[src/design/motion_command_safety_gate_assert.svh]
// assertion macros for the motion command safety gate
`ifndef MOTION_COMMAND_SAFETY_GATE_ASSERT_SVH
`define MOTION_COMMAND_SAFETY_GATE_ASSERT_SVH

// same-cycle implication, sampled on clk, off during reset
`define MSCG_ASSERT_NOW(lbl, ante, cons) \
	lbl: assert property (@(posedge clk) disable iff (!arst_n) (ante) |-> (cons)) \
		else $error("same-cycle check failed");

// next-cycle implication, sampled on clk, off during reset
`define MSCG_ASSERT_NEXT(lbl, ante, cons) \
	lbl: assert property (@(posedge clk) disable iff (!arst_n) (ante) |=> (cons)) \
		else $error("next-cycle check failed");

`endif

[src/design/mscg_pkg.sv]
// types, constants and limit functions for the motion command safety gate
`default_nettype none
package mscg_pkg;

	localparam int VALUE_BITS   = 16;
	localparam int LIMIT_BITS   = 15;
	localparam int TIMEOUT_BITS = 16;
	localparam int AGE_BITS_DEF = 16;
	localparam int APB_ADDR_BITS = 5;
	localparam int APB_DATA_BITS = 32;
	localparam int NUM_SOURCES  = 4;

	typedef enum logic [2:0] {
		KIND_BASE      = 3'd0,
		KIND_GIMBAL    = 3'd1,
		KIND_PLATFORM  = 3'd2,
		KIND_REFERENCE = 3'd3,
		KIND_TICK      = 3'd4
	} kind_t;

	typedef enum logic [2:0] {
		REG_RAW_TIMEOUT      = 3'd0,
		REG_REF_TIMEOUT      = 3'd1,
		REG_PLATFORM_TIMEOUT = 3'd2,
		REG_LIMIT_FORWARD    = 3'd3,
		REG_LIMIT_SIDE       = 3'd4,
		REG_LIMIT_TURN       = 3'd5,
		REG_LIMIT_YAW        = 3'd6,
		REG_LIMIT_PITCH      = 3'd7
	} reg_index_t;

	localparam logic [TIMEOUT_BITS-1:0] RAW_TIMEOUT_RST      = 16'd12;
	localparam logic [TIMEOUT_BITS-1:0] REF_TIMEOUT_RST      = 16'd25;
	localparam logic [TIMEOUT_BITS-1:0] PLATFORM_TIMEOUT_RST = 16'd25;
	localparam logic [LIMIT_BITS-1:0]   LIMIT_FORWARD_RST    = 15'd3277;
	localparam logic [LIMIT_BITS-1:0]   LIMIT_SIDE_RST       = 15'd2048;
	localparam logic [LIMIT_BITS-1:0]   LIMIT_TURN_RST       = 15'd4915;
	localparam logic [LIMIT_BITS-1:0]   LIMIT_YAW_RST        = 15'd6144;
	localparam logic [LIMIT_BITS-1:0]   LIMIT_PITCH_RST      = 15'd4096;

	typedef logic signed [VALUE_BITS-1:0] value_t;

	typedef struct packed {
		logic [2:0] kind;
		value_t     first_value;
		value_t     second_value;
		value_t     third_value;
		value_t     fourth_value;
		logic       first_flag;
		logic       second_flag;
		logic       third_flag;
	} item_t;

	typedef struct packed {
		value_t out_forward_speed;
		value_t out_side_speed;
		value_t out_turn_rate;
		value_t out_yaw_rate;
		value_t out_pitch_rate;
		logic   out_hold_yaw;
		logic   out_hold_pitch;
		logic   safe_stop;
	} result_t;

	typedef struct packed {
		logic [TIMEOUT_BITS-1:0] raw_timeout_ticks;
		logic [TIMEOUT_BITS-1:0] reference_timeout_ticks;
		logic [TIMEOUT_BITS-1:0] platform_timeout_ticks;
		logic [LIMIT_BITS-1:0]   limit_forward_speed;
		logic [LIMIT_BITS-1:0]   limit_side_speed;
		logic [LIMIT_BITS-1:0]   limit_base_turn_rate;
		logic [LIMIT_BITS-1:0]   limit_gimbal_yaw_rate;
		logic [LIMIT_BITS-1:0]   limit_gimbal_pitch_rate;
	} cfg_t;

	// lesser of the configured limit and a positive reference limit, when use_ref is set
	function automatic logic [LIMIT_BITS-1:0] eff_limit(
		input logic [LIMIT_BITS-1:0] cfg_lim,
		input value_t                ref_lim,
		input logic                  use_ref
	);
		logic [LIMIT_BITS-1:0] lim;
		lim = cfg_lim;
		if (use_ref && (ref_lim > 0) && (ref_lim < $signed({1'b0, cfg_lim})))
			lim = ref_lim[LIMIT_BITS-1:0];
		return lim;
	endfunction

	// symmetric clamp to +/- lim
	function automatic value_t clamp_sym(
		input value_t                v,
		input logic [LIMIT_BITS-1:0] lim
	);
		logic signed [VALUE_BITS:0] vw;
		logic signed [VALUE_BITS:0] lw;
		logic signed [VALUE_BITS:0] nl;
		value_t                     r;
		vw = {v[VALUE_BITS-1], v};
		lw = {2'b00, lim};
		nl = -lw;
		if (vw > lw)
			r = lw[VALUE_BITS-1:0];
		else if (vw < nl)
			r = nl[VALUE_BITS-1:0];
		else
			r = v;
		return r;
	endfunction

endpackage
`default_nettype wire

[src/design/motion_command_safety_gate.sv]
// top level of the motion command safety gate: source store, ages, gating and clamping
//
// channel   dir  handshake                  beat
// item      in   item_valid / item_ready    item_t: one source update or a tick
// result    out  result_valid / result_ready result_t: one command per tick
// apb       in   psel / penable / pready    8 configuration registers at 4*i
//
// one beat accepted per cycle while a tick beat is not stalled; each beat passes through the input register
// a tick beat goes from the input register into the result register
// source beats update state only, unused-kind beats are dropped, and neither gives a result
// reset clears valids, seen flags and ages; config returns to defaults
// a waiting result stalls input only when the next beat in line is a tick
`default_nettype none
module motion_command_safety_gate
	import mscg_pkg::*;
#(
	parameter int AGE_BITS = AGE_BITS_DEF
) (
	input  wire logic                     clk,
	input  wire logic                     arst_n,
	input  wire logic                     item_valid,
	output logic                          item_ready,
	input  wire item_t                    item,
	output logic                          result_valid,
	input  wire logic                     result_ready,
	output result_t                       result,
	input  wire logic                     psel,
	input  wire logic                     penable,
	input  wire logic                     pwrite,
	input  wire logic [APB_ADDR_BITS-1:0] paddr,
	input  wire logic [APB_DATA_BITS-1:0] pwdata,
	output logic      [APB_DATA_BITS-1:0] prdata,
	output logic                          pready
);

	`include "motion_command_safety_gate_assert.svh"

	localparam int CMP_BITS = (AGE_BITS > TIMEOUT_BITS) ? AGE_BITS : TIMEOUT_BITS;

	localparam logic [1:0] SRC_BASE      = 2'(KIND_BASE);
	localparam logic [1:0] SRC_GIMBAL    = 2'(KIND_GIMBAL);
	localparam logic [1:0] SRC_PLATFORM  = 2'(KIND_PLATFORM);
	localparam logic [1:0] SRC_REFERENCE = 2'(KIND_REFERENCE);

	cfg_t cfg;

	mscg_regs u_regs (
		.clk    (clk),
		.arst_n (arst_n),
		.psel   (psel),
		.penable(penable),
		.pwrite (pwrite),
		.paddr  (paddr),
		.pwdata (pwdata),
		.prdata (prdata),
		.pready (pready),
		.cfg    (cfg)
	);

	logic                valid_s1;
	item_t               item_s1;
	logic                is_tick;
	logic                adv;
	logic                result_valid_q;
	result_t             result_q;
	result_t             res_d;

	logic [NUM_SOURCES-1:0] seen_q;
	logic [AGE_BITS-1:0]    age_q   [NUM_SOURCES];
	logic [AGE_BITS-1:0]    age_inc [NUM_SOURCES];
	value_t                 base_q  [3];
	value_t                 gimbal_q[2];
	logic [1:0]             holds_q;
	logic                   estop_q;
	logic [2:0]             ref_flags_q;
	value_t                 ref_lim_q[4];

	logic fresh_base, fresh_gimbal, fresh_plat, fresh_ref;
	logic plat_ok, ref_ok;

	assign is_tick      = (item_s1.kind == KIND_TICK);
	assign adv          = valid_s1 && (!is_tick || !result_valid_q || result_ready);
	assign item_ready   = !valid_s1 || adv;
	assign result_valid = result_valid_q;
	assign result       = result_q;

	always_comb begin
		for (int i = 0; i < NUM_SOURCES; i++) begin
			age_inc[i] = (age_q[i] == '1) ? age_q[i] : age_q[i] + AGE_BITS'(1);
		end
	end

	assign fresh_base   = seen_q[SRC_BASE] &&
		(CMP_BITS'(age_inc[SRC_BASE]) <= CMP_BITS'(cfg.raw_timeout_ticks));
	assign fresh_gimbal = seen_q[SRC_GIMBAL] &&
		(CMP_BITS'(age_inc[SRC_GIMBAL]) <= CMP_BITS'(cfg.raw_timeout_ticks));
	assign fresh_plat   = seen_q[SRC_PLATFORM] &&
		(CMP_BITS'(age_inc[SRC_PLATFORM]) <= CMP_BITS'(cfg.platform_timeout_ticks));
	assign fresh_ref    = seen_q[SRC_REFERENCE] &&
		(CMP_BITS'(age_inc[SRC_REFERENCE]) <= CMP_BITS'(cfg.reference_timeout_ticks));
	assign plat_ok      = fresh_plat && !estop_q;
	assign ref_ok       = fresh_ref && ref_flags_q[0];

	always_comb begin
		res_d = '0;
		res_d.out_hold_yaw   = 1'b1;
		res_d.out_hold_pitch = 1'b1;
		if (!plat_ok || !ref_ok) begin
			res_d.safe_stop = 1'b1;
		end else begin
			if (fresh_base && ref_flags_q[1]) begin
				res_d.out_forward_speed = clamp_sym(base_q[0],
					eff_limit(cfg.limit_forward_speed, ref_lim_q[0], 1'b1));
				res_d.out_side_speed    = clamp_sym(base_q[1],
					eff_limit(cfg.limit_side_speed, ref_lim_q[0], 1'b0));
				res_d.out_turn_rate     = clamp_sym(base_q[2],
					eff_limit(cfg.limit_base_turn_rate, ref_lim_q[1], 1'b1));
			end
			if (fresh_gimbal && ref_flags_q[2]) begin
				res_d.out_yaw_rate   = clamp_sym(gimbal_q[0],
					eff_limit(cfg.limit_gimbal_yaw_rate, ref_lim_q[2], 1'b1));
				res_d.out_pitch_rate = clamp_sym(gimbal_q[1],
					eff_limit(cfg.limit_gimbal_pitch_rate, ref_lim_q[3], 1'b1));
				res_d.out_hold_yaw   = holds_q[0];
				res_d.out_hold_pitch = holds_q[1];
			end
		end
	end

	// input register
	always_ff @(posedge clk or negedge arst_n) begin
		if (!arst_n) begin
			valid_s1 <= 1'b0;
		end else if (item_ready) begin
			valid_s1 <= item_valid;
		end
	end

	always_ff @(posedge clk) begin
		if (item_ready && item_valid) begin
			item_s1 <= item;
		end
	end

	// seen flags and ages
	always_ff @(posedge clk or negedge arst_n) begin
		if (!arst_n) begin
			seen_q <= '0;
			for (int i = 0; i < NUM_SOURCES; i++) begin
				age_q[i] <= '0;
			end
		end else if (adv) begin
			if (is_tick) begin
				for (int i = 0; i < NUM_SOURCES; i++) begin
					age_q[i] <= age_inc[i];
				end
			end else if (item_s1.kind < KIND_TICK) begin
				seen_q[item_s1.kind[1:0]] <= 1'b1;
				age_q[item_s1.kind[1:0]]  <= '0;
			end
		end
	end

	// stored source payloads, only read once the source is seen
	always_ff @(posedge clk) begin
		if (adv) begin
			case (item_s1.kind)
				KIND_BASE: begin
					base_q[0] <= item_s1.first_value;
					base_q[1] <= item_s1.second_value;
					base_q[2] <= item_s1.third_value;
				end
				KIND_GIMBAL: begin
					gimbal_q[0] <= item_s1.first_value;
					gimbal_q[1] <= item_s1.second_value;
					holds_q     <= {item_s1.second_flag, item_s1.first_flag};
				end
				KIND_PLATFORM: begin
					estop_q <= item_s1.first_flag;
				end
				KIND_REFERENCE: begin
					ref_lim_q[0] <= item_s1.first_value;
					ref_lim_q[1] <= item_s1.second_value;
					ref_lim_q[2] <= item_s1.third_value;
					ref_lim_q[3] <= item_s1.fourth_value;
					ref_flags_q  <= {item_s1.third_flag, item_s1.second_flag, item_s1.first_flag};
				end
				default: ;
			endcase
		end
	end

	// result register
	always_ff @(posedge clk or negedge arst_n) begin
		if (!arst_n) begin
			result_valid_q <= 1'b0;
		end else if (adv && is_tick) begin
			result_valid_q <= 1'b1;
		end else if (result_ready) begin
			result_valid_q <= 1'b0;
		end
	end

	always_ff @(posedge clk) begin
		if (adv && is_tick) begin
			result_q <= res_d;
		end
	end

	`MSCG_ASSERT_NOW(a_stop_is_zero, result_valid_q && result_q.safe_stop,
		(result_q.out_forward_speed == 0) && (result_q.out_side_speed == 0) &&
		(result_q.out_turn_rate == 0) && (result_q.out_yaw_rate == 0) &&
		(result_q.out_pitch_rate == 0) && result_q.out_hold_yaw && result_q.out_hold_pitch)
	`MSCG_ASSERT_NOW(a_side_in_limit, result_valid_q,
		($signed({result_q.out_side_speed[VALUE_BITS-1], result_q.out_side_speed}) <=
		$signed({2'b00, cfg.limit_side_speed})) &&
		($signed({result_q.out_side_speed[VALUE_BITS-1], result_q.out_side_speed}) >=
		-$signed({2'b00, cfg.limit_side_speed})))
	`MSCG_ASSERT_NEXT(a_no_result_from_source, valid_s1 && !is_tick && !result_valid_q,
		!result_valid_q)
	`MSCG_ASSERT_NEXT(a_seen_sticky, 1'b1, (seen_q & $past(seen_q)) == $past(seen_q))

endmodule
`default_nettype wire

[src/design/mscg_regs.sv]
// apb configuration registers for the motion command safety gate
`default_nettype none
module mscg_regs
	import mscg_pkg::*;
(
	input  wire logic                     clk,
	input  wire logic                     arst_n,
	input  wire logic                     psel,
	input  wire logic                     penable,
	input  wire logic                     pwrite,
	input  wire logic [APB_ADDR_BITS-1:0] paddr,
	input  wire logic [APB_DATA_BITS-1:0] pwdata,
	output logic      [APB_DATA_BITS-1:0] prdata,
	output logic                          pready,
	output cfg_t                          cfg
);

	cfg_t       cfg_q;
	logic       wr_en;
	reg_index_t idx;

	assign pready = 1'b1;
	assign wr_en  = psel && penable && pwrite && pready;
	assign idx    = reg_index_t'(paddr[APB_ADDR_BITS-1:2]);
	assign cfg    = cfg_q;

	always_ff @(posedge clk or negedge arst_n) begin
		if (!arst_n) begin
			cfg_q.raw_timeout_ticks       <= RAW_TIMEOUT_RST;
			cfg_q.reference_timeout_ticks <= REF_TIMEOUT_RST;
			cfg_q.platform_timeout_ticks  <= PLATFORM_TIMEOUT_RST;
			cfg_q.limit_forward_speed     <= LIMIT_FORWARD_RST;
			cfg_q.limit_side_speed        <= LIMIT_SIDE_RST;
			cfg_q.limit_base_turn_rate    <= LIMIT_TURN_RST;
			cfg_q.limit_gimbal_yaw_rate   <= LIMIT_YAW_RST;
			cfg_q.limit_gimbal_pitch_rate <= LIMIT_PITCH_RST;
		end else if (wr_en) begin
			case (idx)
				REG_RAW_TIMEOUT:      cfg_q.raw_timeout_ticks       <= pwdata[TIMEOUT_BITS-1:0];
				REG_REF_TIMEOUT:      cfg_q.reference_timeout_ticks <= pwdata[TIMEOUT_BITS-1:0];
				REG_PLATFORM_TIMEOUT: cfg_q.platform_timeout_ticks  <= pwdata[TIMEOUT_BITS-1:0];
				REG_LIMIT_FORWARD:    cfg_q.limit_forward_speed     <= pwdata[LIMIT_BITS-1:0];
				REG_LIMIT_SIDE:       cfg_q.limit_side_speed        <= pwdata[LIMIT_BITS-1:0];
				REG_LIMIT_TURN:       cfg_q.limit_base_turn_rate    <= pwdata[LIMIT_BITS-1:0];
				REG_LIMIT_YAW:        cfg_q.limit_gimbal_yaw_rate   <= pwdata[LIMIT_BITS-1:0];
				REG_LIMIT_PITCH:      cfg_q.limit_gimbal_pitch_rate <= pwdata[LIMIT_BITS-1:0];
				default: ;
			endcase
		end
	end

	always_comb begin
		case (idx)
			REG_RAW_TIMEOUT:      prdata = APB_DATA_BITS'(cfg_q.raw_timeout_ticks);
			REG_REF_TIMEOUT:      prdata = APB_DATA_BITS'(cfg_q.reference_timeout_ticks);
			REG_PLATFORM_TIMEOUT: prdata = APB_DATA_BITS'(cfg_q.platform_timeout_ticks);
			REG_LIMIT_FORWARD:    prdata = APB_DATA_BITS'(cfg_q.limit_forward_speed);
			REG_LIMIT_SIDE:       prdata = APB_DATA_BITS'(cfg_q.limit_side_speed);
			REG_LIMIT_TURN:       prdata = APB_DATA_BITS'(cfg_q.limit_base_turn_rate);
			REG_LIMIT_YAW:        prdata = APB_DATA_BITS'(cfg_q.limit_gimbal_yaw_rate);
			REG_LIMIT_PITCH:      prdata = APB_DATA_BITS'(cfg_q.limit_gimbal_pitch_rate);
			default:              prdata = '0;
		endcase
	end

endmodule
`default_nettype wire

[config.mk]
export PLATFORM = sky130hd
export DESIGN_NAME = motion_command_safety_gate
export DESIGN_NICKNAME = d
export VERILOG_FILES = /design/src/design/mscg_pkg.sv /design/src/design/motion_command_safety_gate.sv /design/src/design/mscg_regs.sv
export VERILOG_INCLUDE_DIRS = /design/src /design/src/design
export SDC_FILE = /design/constraint.sdc
export NUM_CORES = 1
export LEC_CHECK = 0
export ABC_AREA = 1
export BUFFER_PORTS_ARGS = -buffer_cell sky130_fd_sc_hd__buf_4
export CORE_AREA = 2 2 268 270
export DETAILED_ROUTE_END_ITERATION = 10
export DIE_AREA = 0 0 270 272
export SYNTH_ARGS = -nofsm -noshare
export SYNTH_HDL_FRONTEND = slang
export SYNTH_SLANG_ARGS = --single-unit
export TNS_END_PERCENT = 30
[constraint.sdc]
create_clock -name clk -period 8.75 [get_ports clk]
set_input_delay 0.4375 -clock clk [delete_from_list [all_inputs] [get_ports clk]]
set_output_delay 0.4375 -clock clk [all_outputs]
set_load 0.02 [all_outputs]
# Word-level counts from Yosys, hierarchy flattened
# Memories as Yosys holds them, arrays and structs flattened.
# Index checks and enable logic that the tools add are counted.
[totals]
reg_bits = 352
ramBits = 144
input_bits = 114
out_inout_bits = 118
elab_cells = 198
mem_count = 3
[op_classes]
add_sub_neg = 9
magnitude_cmp = 27
eq_ne = 15
n_mux = 45
bitwise = 7
n_reduce_logical = 53
[memory_table]
columns = ["memory", "depth", "word_bits", "read_ports", "rd_ports_with_merged_regs", "write_ports", "line", "text"]
rows = [
  ["ref_lim_q", 4, 16, 4, 0, 4, "motion_command_safety_gate.sv:76", "value_t ref_lim_q[4];"],
  ["base_q", 3, 16, 3, 0, 3, "motion_command_safety_gate.sv:71", "value_t base_q [3];"],
  ["gimbal_q", 2, 16, 2, 0, 2, "motion_command_safety_gate.sv:72", "value_t gimbal_q[2];"],
]
[ops]
columns = ["op", "n"]
rows = [
  ["32-bit one-hot mux with 8 select lines", 1],
  ["15-bit two-way mux", 17],
  ["16-bit two-way mux", 10],
  ["64-bit two-way mux", 2],
  ["16-bit by 17-bit less-than comparator with 1-bit output", 5],
  ["15-bit negator with 17-bit output", 5],
  ["16-bit greater-than comparator", 5],
  ["16-bit by 1-bit adder with 16-bit output (second input constant)", 4],
  ["64-bit AND", 1],
  ["16-bit equality test (second input constant)", 4],
  ["16-bit by 1-bit greater-than comparator with 1-bit output (second input constant)", 4],
  ["16-bit <= comparator", 4],
  ["16-bit less-than comparator", 4],
  ["64-bit inverter", 1],
  ["16-bit demux with 2-bit select", 1],
  ["2-bit AND reduction", 12],
  ["1-bit logical AND", 19],
  ["3-bit equality test (second input constant)", 5],
  ["3-bit OR reduction", 5],
  ["1-bit two-way mux", 13],
  ["3-bit by 2-bit equality test with 1-bit output (second input constant)", 4],
  ["3-bit by 1-bit equality test with 1-bit output (second input constant)", 2],
  ["1-bit logical NOT", 6],
  ["3-bit logical NOT", 2],
  ["13 further kinds", 20],
]

# Depth between registers and ports, before layout
[depth]
depth_word = 12
ltp_mapped = 35
depth_no_buf = 34

# Cells and area by module
# From an unflattened synthesis, not the netlist that was laid out.
[unflattened]
hier_cells = 3665
area_unflattened_um2 = 30903.4
[modules_own_cells]
columns = ["module", "n_inst", "cells_each", "area_each_um2", "seq_area_each_um2"]
rows = [
  ["motion_command_safety_gate", 1, 2957, 25094.1, 10850.4],
  ["mscg_regs", 1, 708, 5809.3, 3110.5],
]

# Worst setup path before layout
# Ideal clock, no wire load.
[synth_path]
kind = "reg-to-reg"
from = "register u_regs.cfg_q, in the netlist u_regs.cfg[39]"
to = "register result_q, in the netlist result[36], data pin"
setup_ns = 0.259
arrival_time_ns = 4.199
required_ns = 8.491
path_slack_ns = 4.292
stages_incl_launch_ff = 31
path_buffers = 2
synth_period_minus_slack_ns = 4.458
cell_sequence = "dfstp_2 -> inv_1 -> ha_1 -> nand2_1 -> nand2_1 -> nand2_1 -> nand2_1 -> nand2_1 -> nand2_1 -> a21oi_4 -> nand2_4 -> buf_6 -> nand2_1 -> nand2_1 -> inv_1 -> ha_1 -> nand3_2 -> inv_2 -> nand3_1 -> xor2_1 -> inv_1 -> ha_1 -> nand3_1 -> nor3_1 -> nand4_1 -> nand3_1 -> xor2_1 -> inv_1 -> clkbuf_1 -> o21ai_0 -> a21oi_1"
[synth_between]
elab_chain_cells = 9
word_cells_on_any_way = 10
classes_between = "add/sub: 1; order compare: 3; mux: 5; reduce/logical: 1"
[synth_rtl]
columns = ["element", "line", "text"]
rows = [
  ["from (decl)", "mscg_regs.sv:18", "cfg_t cfg_q;"],
  ["16-bit less-than comparator", "mscg_pkg.sv:84", "if (use_ref && (ref_lim > 0) && (ref_lim < $signed({1'b0, cfg_lim})))"],
  ["1-bit logical AND", "mscg_pkg.sv:84", ""],
  ["15-bit two-way mux (*)", "mscg_pkg.sv:84", ""],
  ["15-bit two-way mux (*)", "motion_command_safety_gate.sv:111", "if (fresh_base && ref_flags_q[1]) begin"],
  ["15-bit two-way mux (*)", "motion_command_safety_gate.sv:108", "if (!plat_ok || !ref_ok) begin"],
  ["15-bit negator with 17-bit output", "mscg_pkg.sv:100", "nl = -lw;"],
  ["16-bit by 17-bit less-than comparator with 1-bit output", "mscg_pkg.sv:103", "else if (vw < nl)"],
  ["16-bit two-way mux", "mscg_pkg.sv:103", ""],
  ["15-bit two-way mux (*)", "mscg_pkg.sv:101", "if (vw > lw)"],
  ["to (signal assigned)", "motion_command_safety_gate.sv:206", "result_q <= res_d;"],
  ["to (decl)", "motion_command_safety_gate.sv:65", "result_t result_q;"],
]
# Mark *: on every way between the ends. The rest lies on a longest branch, timed or not. The select of a mux whose other input is x is not followed.
# A chain may end at the register's enable or synchronous reset.

# Final worst setup path
[layout_path]
from = "register u_regs.cfg_q, in the netlist u_regs.cfg[12]"
to = "register result_q, in the netlist result[9], data pin"
[layout_between]
elab_chain_cells = 9
word_cells_on_any_way = 10
classes_between = "add/sub: 1; order compare: 3; mux: 5; reduce/logical: 1"
[layout_rtl]
columns = ["element", "line", "text"]
rows = [
  ["16-bit less-than comparator", "mscg_pkg.sv:84", ""],
  ["1-bit logical AND", "mscg_pkg.sv:84", ""],
  ["15-bit two-way mux (*)", "mscg_pkg.sv:84", ""],
  ["15-bit two-way mux (*)", "motion_command_safety_gate.sv:119", "if (fresh_gimbal && ref_flags_q[2]) begin"],
  ["15-bit two-way mux (*)", "motion_command_safety_gate.sv:108", ""],
  ["15-bit negator with 17-bit output", "mscg_pkg.sv:100", ""],
  ["16-bit by 17-bit less-than comparator with 1-bit output", "mscg_pkg.sv:103", ""],
  ["16-bit two-way mux", "mscg_pkg.sv:103", ""],
  ["15-bit two-way mux (*)", "mscg_pkg.sv:101", ""],
]
# Marked as above.

==> metrics.yaml <==
timing:
  setup_viol: 0
  timing.setup.tns_ps: 0
  tightest_slew_ps: 1170
  finalMaxSlewViolations: 0
  slew_headroom: 0.214
  hold_viol_final: 0
  fmax_mhz: 154
  min_period_over_period: 0.742
  rsz0062_at_grt: "no"
  finalCriticalPeriod_ps: 6490
  worst_clock_skew_ps: 24.4
critical_path:
  worstSetupEndpointType: "flop"
  cp_data_required_time_ps: 9120
  worstSetupStartpointType: "flop"
  slowest_stage: "xor2_1"
  crit_fanout: 26
  arrival_ps: 6860
  slowest_delay_ps: 850
  crit_top_cell: "inv_1"
  criticalPathCategory: "flop to flop"
cells_and_area:
  nets: 4143
  fin_util: 0.498
  drive_gt1_frac: 0.112
  n_antenna_cell: 0
  final_cells: 4748
  fill_cells: 6734
  area_growth_pct: 17.4
die:
  dieArea_mm2: 0.0734
  core_mm2: 0.0708
  num_rows: 98
  die_w_um: 270
  start_util: 0.425
  io-pin-count: 232
  die_h_um: 272
grt:
  grt_max_degree: 88
  grt.met2_usage: 0.397
  busiest_layer: "met2"
  grt_pass1_wl_um: 140000
  grt_pass1_vias: 23600
  antenna_found_initial: 1
  overflow: 0
  grtUsageTotal: 0.247
  met3_usage: 0.0350
  met1_usage: 0.347
yosys:
  synth_area_per_cell_um2: 8.62
  ys_top_cells_by_area: "edfxtp_1, dfrtp_1, ha_1"
  synth_area_mm2: 0.0300
  synth-main-ff-cell: "edfxtp_1"
  ys_ff_latch: 496
  async_flop_share: 0.389
  ys_warn_count: 0
  synth_top_area_frac: 0.303
  synth_cells: 3484
  ys_seq_area_frac: 0.465
  yosysTopAreaCell: "edfxtp_1"
  synth_cell_types: 58
  synth_edf_count: 303
cts:
  root_buffer: "clkbuf_16"
  cts_sinks: 496
  h-tree-depth: 2
  clk_pin_slew_ps: 60
  worstSkewPairLatency_ps: 630
  cts_tree: "built"
  ctsResizeCount: 0
  cts_inserted_buffers: 59
  cts_buffer_depth: 3
pwr:
  peakVddDrop_mv: 0.154
  p_leak_nw: 16.0
  power_density_mw_per_mm2: 215
placement:
  port_buffers: 196
  dp_hpwl_um: 69500
  dp_cells: 4564
  gp_congestion: 0.943
detailed_routing:
  antenna_left: 0
  num_vias: 25100
  dr.pass1.iters: 6
  drc: 0
  drtIter0Drc: 2103
  wl_per_cell_um: 19.3
  vias_per_cell: 5.29
  drt-total-wl_um: 91500
status:
  status: "finished clean"
worst_hold_path:
  hp-class: "primary input to flop"
job:
  drv_cap: 0
==> metal layers <==
metal / vias to the layer above / wire length, µm
li1: 12300 / -
met1: 11900 / 40900
met2: 812 / 41800
met3: 140 / 6240
met4: 2 / 2510
met5: - / 16
==> placed cells by master, fill, tap and decap left out, types with 38 or more instances in the layout <==
cell	count
nor3_1	78
o21ai_0	277
o22ai_1	67
o211ai_1	38
nand2_1	802
ha_1	282
dfrtp_1	167
nand3_1	183
xor2_1	59
clkbuf_16	61
dlygate4sd3_1	72
nor2_1	229
buf_4	209
edfxtp_1	303
a21oi_1	174
nand4_1	40
inv_1	471
==> state kept, by name (all words and copies together) (netlist names) <==
register	count
age_q	64
base_q	48
estop_q	1
gimbal_q	32
holds_q	2
item_s1	70
ref_flags_q	3
ref_lim_q	64
result	83
result_valid	1
seen_q	4
u_regs.cfg	123
valid_s1	1
==> power by group <==
| group | switching (W) | total, W | leakage, nW | internal [W] |
|---|---|---|---|---|
| Sequential | 0.000147 | 0.00286 | 5.23 | 0.00272 |
| Combinational | 0.00135 | 0.00202 | 9.77 | 0.000671 |
| Clock | 0.00105 | 0.00270 | 1.04 | 0.00166 |
==> cell usage after synthesis (3+ instances only) <==
| cell type | number |
|---|---|
| o21ai_2 | 8 |
| o21ai_1 | 27 |
| inv_2 | 16 |
| edfxtp_1 | 303 |
| clkbuf_1 | 53 |
| xor2_1 | 59 |
| o21bai_1 | 4 |
| o31ai_1 | 6 |
| nand3_1 | 183 |
| buf_6 | 6 |
| a2111oi_0 | 3 |
| o22ai_1 | 67 |
| nor2_1 | 231 |
| buf_1 | 4 |
| nand3b_1 | 5 |
| o21a_1 | 8 |
| inv_1 | 473 |
| ha_1 | 282 |
| o221ai_1 | 4 |
| nand2_4 | 4 |
| nor4_1 | 13 |
| dfstp_2 | 26 |
| or2_2 | 15 |
| a211oi_1 | 8 |
| nand2_2 | 13 |
| nor3_2 | 4 |
| o211ai_1 | 38 |
| clkinv_1 | 3 |
| nand3_2 | 4 |
| o21ai_0 | 277 |
| nor3_1 | 79 |
| buf_4 | 23 |
| buf_2 | 9 |
| dfrtp_1 | 167 |
| nand4_1 | 40 |
| nor2_4 | 6 |
| o21ai_4 | 4 |
| nor2_2 | 5 |
| nand2_1 | 802 |
| a21oi_1 | 174 |
==> stage by stage <==
| stage | power (W) | hold slack, ps | area (µm²) | setup slack [ps] |
|---|---|---|---|---|
| 2_1_floorplan | 0.00424 | 142 | 30100 | 4290 |
| 3_3_place_gp | 0.00484 | 402 | 32400 | 2340 |
| 3_5_place_dp | 0.00486 | 406 | 32400 | 2320 |
| 4_1_cts | 0.00761 | 43.2 | 35300 | 2290 |
| 5_1_grt | 0.00802 | 76.0 | 35300 | 1660 |
| 6_report | 0.00758 | 73.1 | 35300 | 2260 |
==> worst max-delay path, delay by kind of cell (launching register included) <==
family                     cells  cell delay [ps]
AOI/OAI and AO/OA              4              970
xor gates and xnor gates       1              850
adders and majority gates      3              820
buffers and inverters          5              860
DFF                            1              550
and+or+nand+nor               14             2160
==> worst paths after layout <==
check | start | end | slack, ps | cells after the start
worst max-delay path | u_regs.cfg[12] | result[9] | 2260 | 27
worst min-delay path | item_valid | valid_s1 | 70 | 3
worst max register to register | u_regs.cfg[12] | result[9] | 2260 | 27
worst min register to register | item_s1[9] | ref_lim_q[3][6] | 410 | 0
max in group asynchronous | arst_n | u_regs.cfg[76] | 6950 | 3
min in group asynchronous | arst_n | result_valid | 430 | 2
==> logic make-up (layout without fill, tap and decap cells) <==
group,Yosys count,after routing,share of synthesized area
AO/OA/AOI/OAI,644,644,0.121
XOR/XNOR,61,61,0.0178
adder cells (fa/ha/maj),282,282,0.117
buffers and inverters,587,886,0.0781
flip-flops,496,496,0.465
other,2,17,0.000250
AND/OR/NAND/NOR,1412,1412,0.201
==> final cells by class <==
type,instances,area [µm²],area share
clock inverters,42,561,0.0159
inverters,492,1850,0.0525
multi-input cells,2416,13800,0.392
well taps,950,1190,0.0337
flip-flops and latches,496,14000,0.396
repair buffers,282,2300,0.0653
clock buffers,70,1590,0.0451
==> repair_timing <==
action,in CTS,in global routing
hold buffers,72,0
endpoints found under the hold margin,148,0
setup buffers,0,0
(Power assumes the default switching activity.)
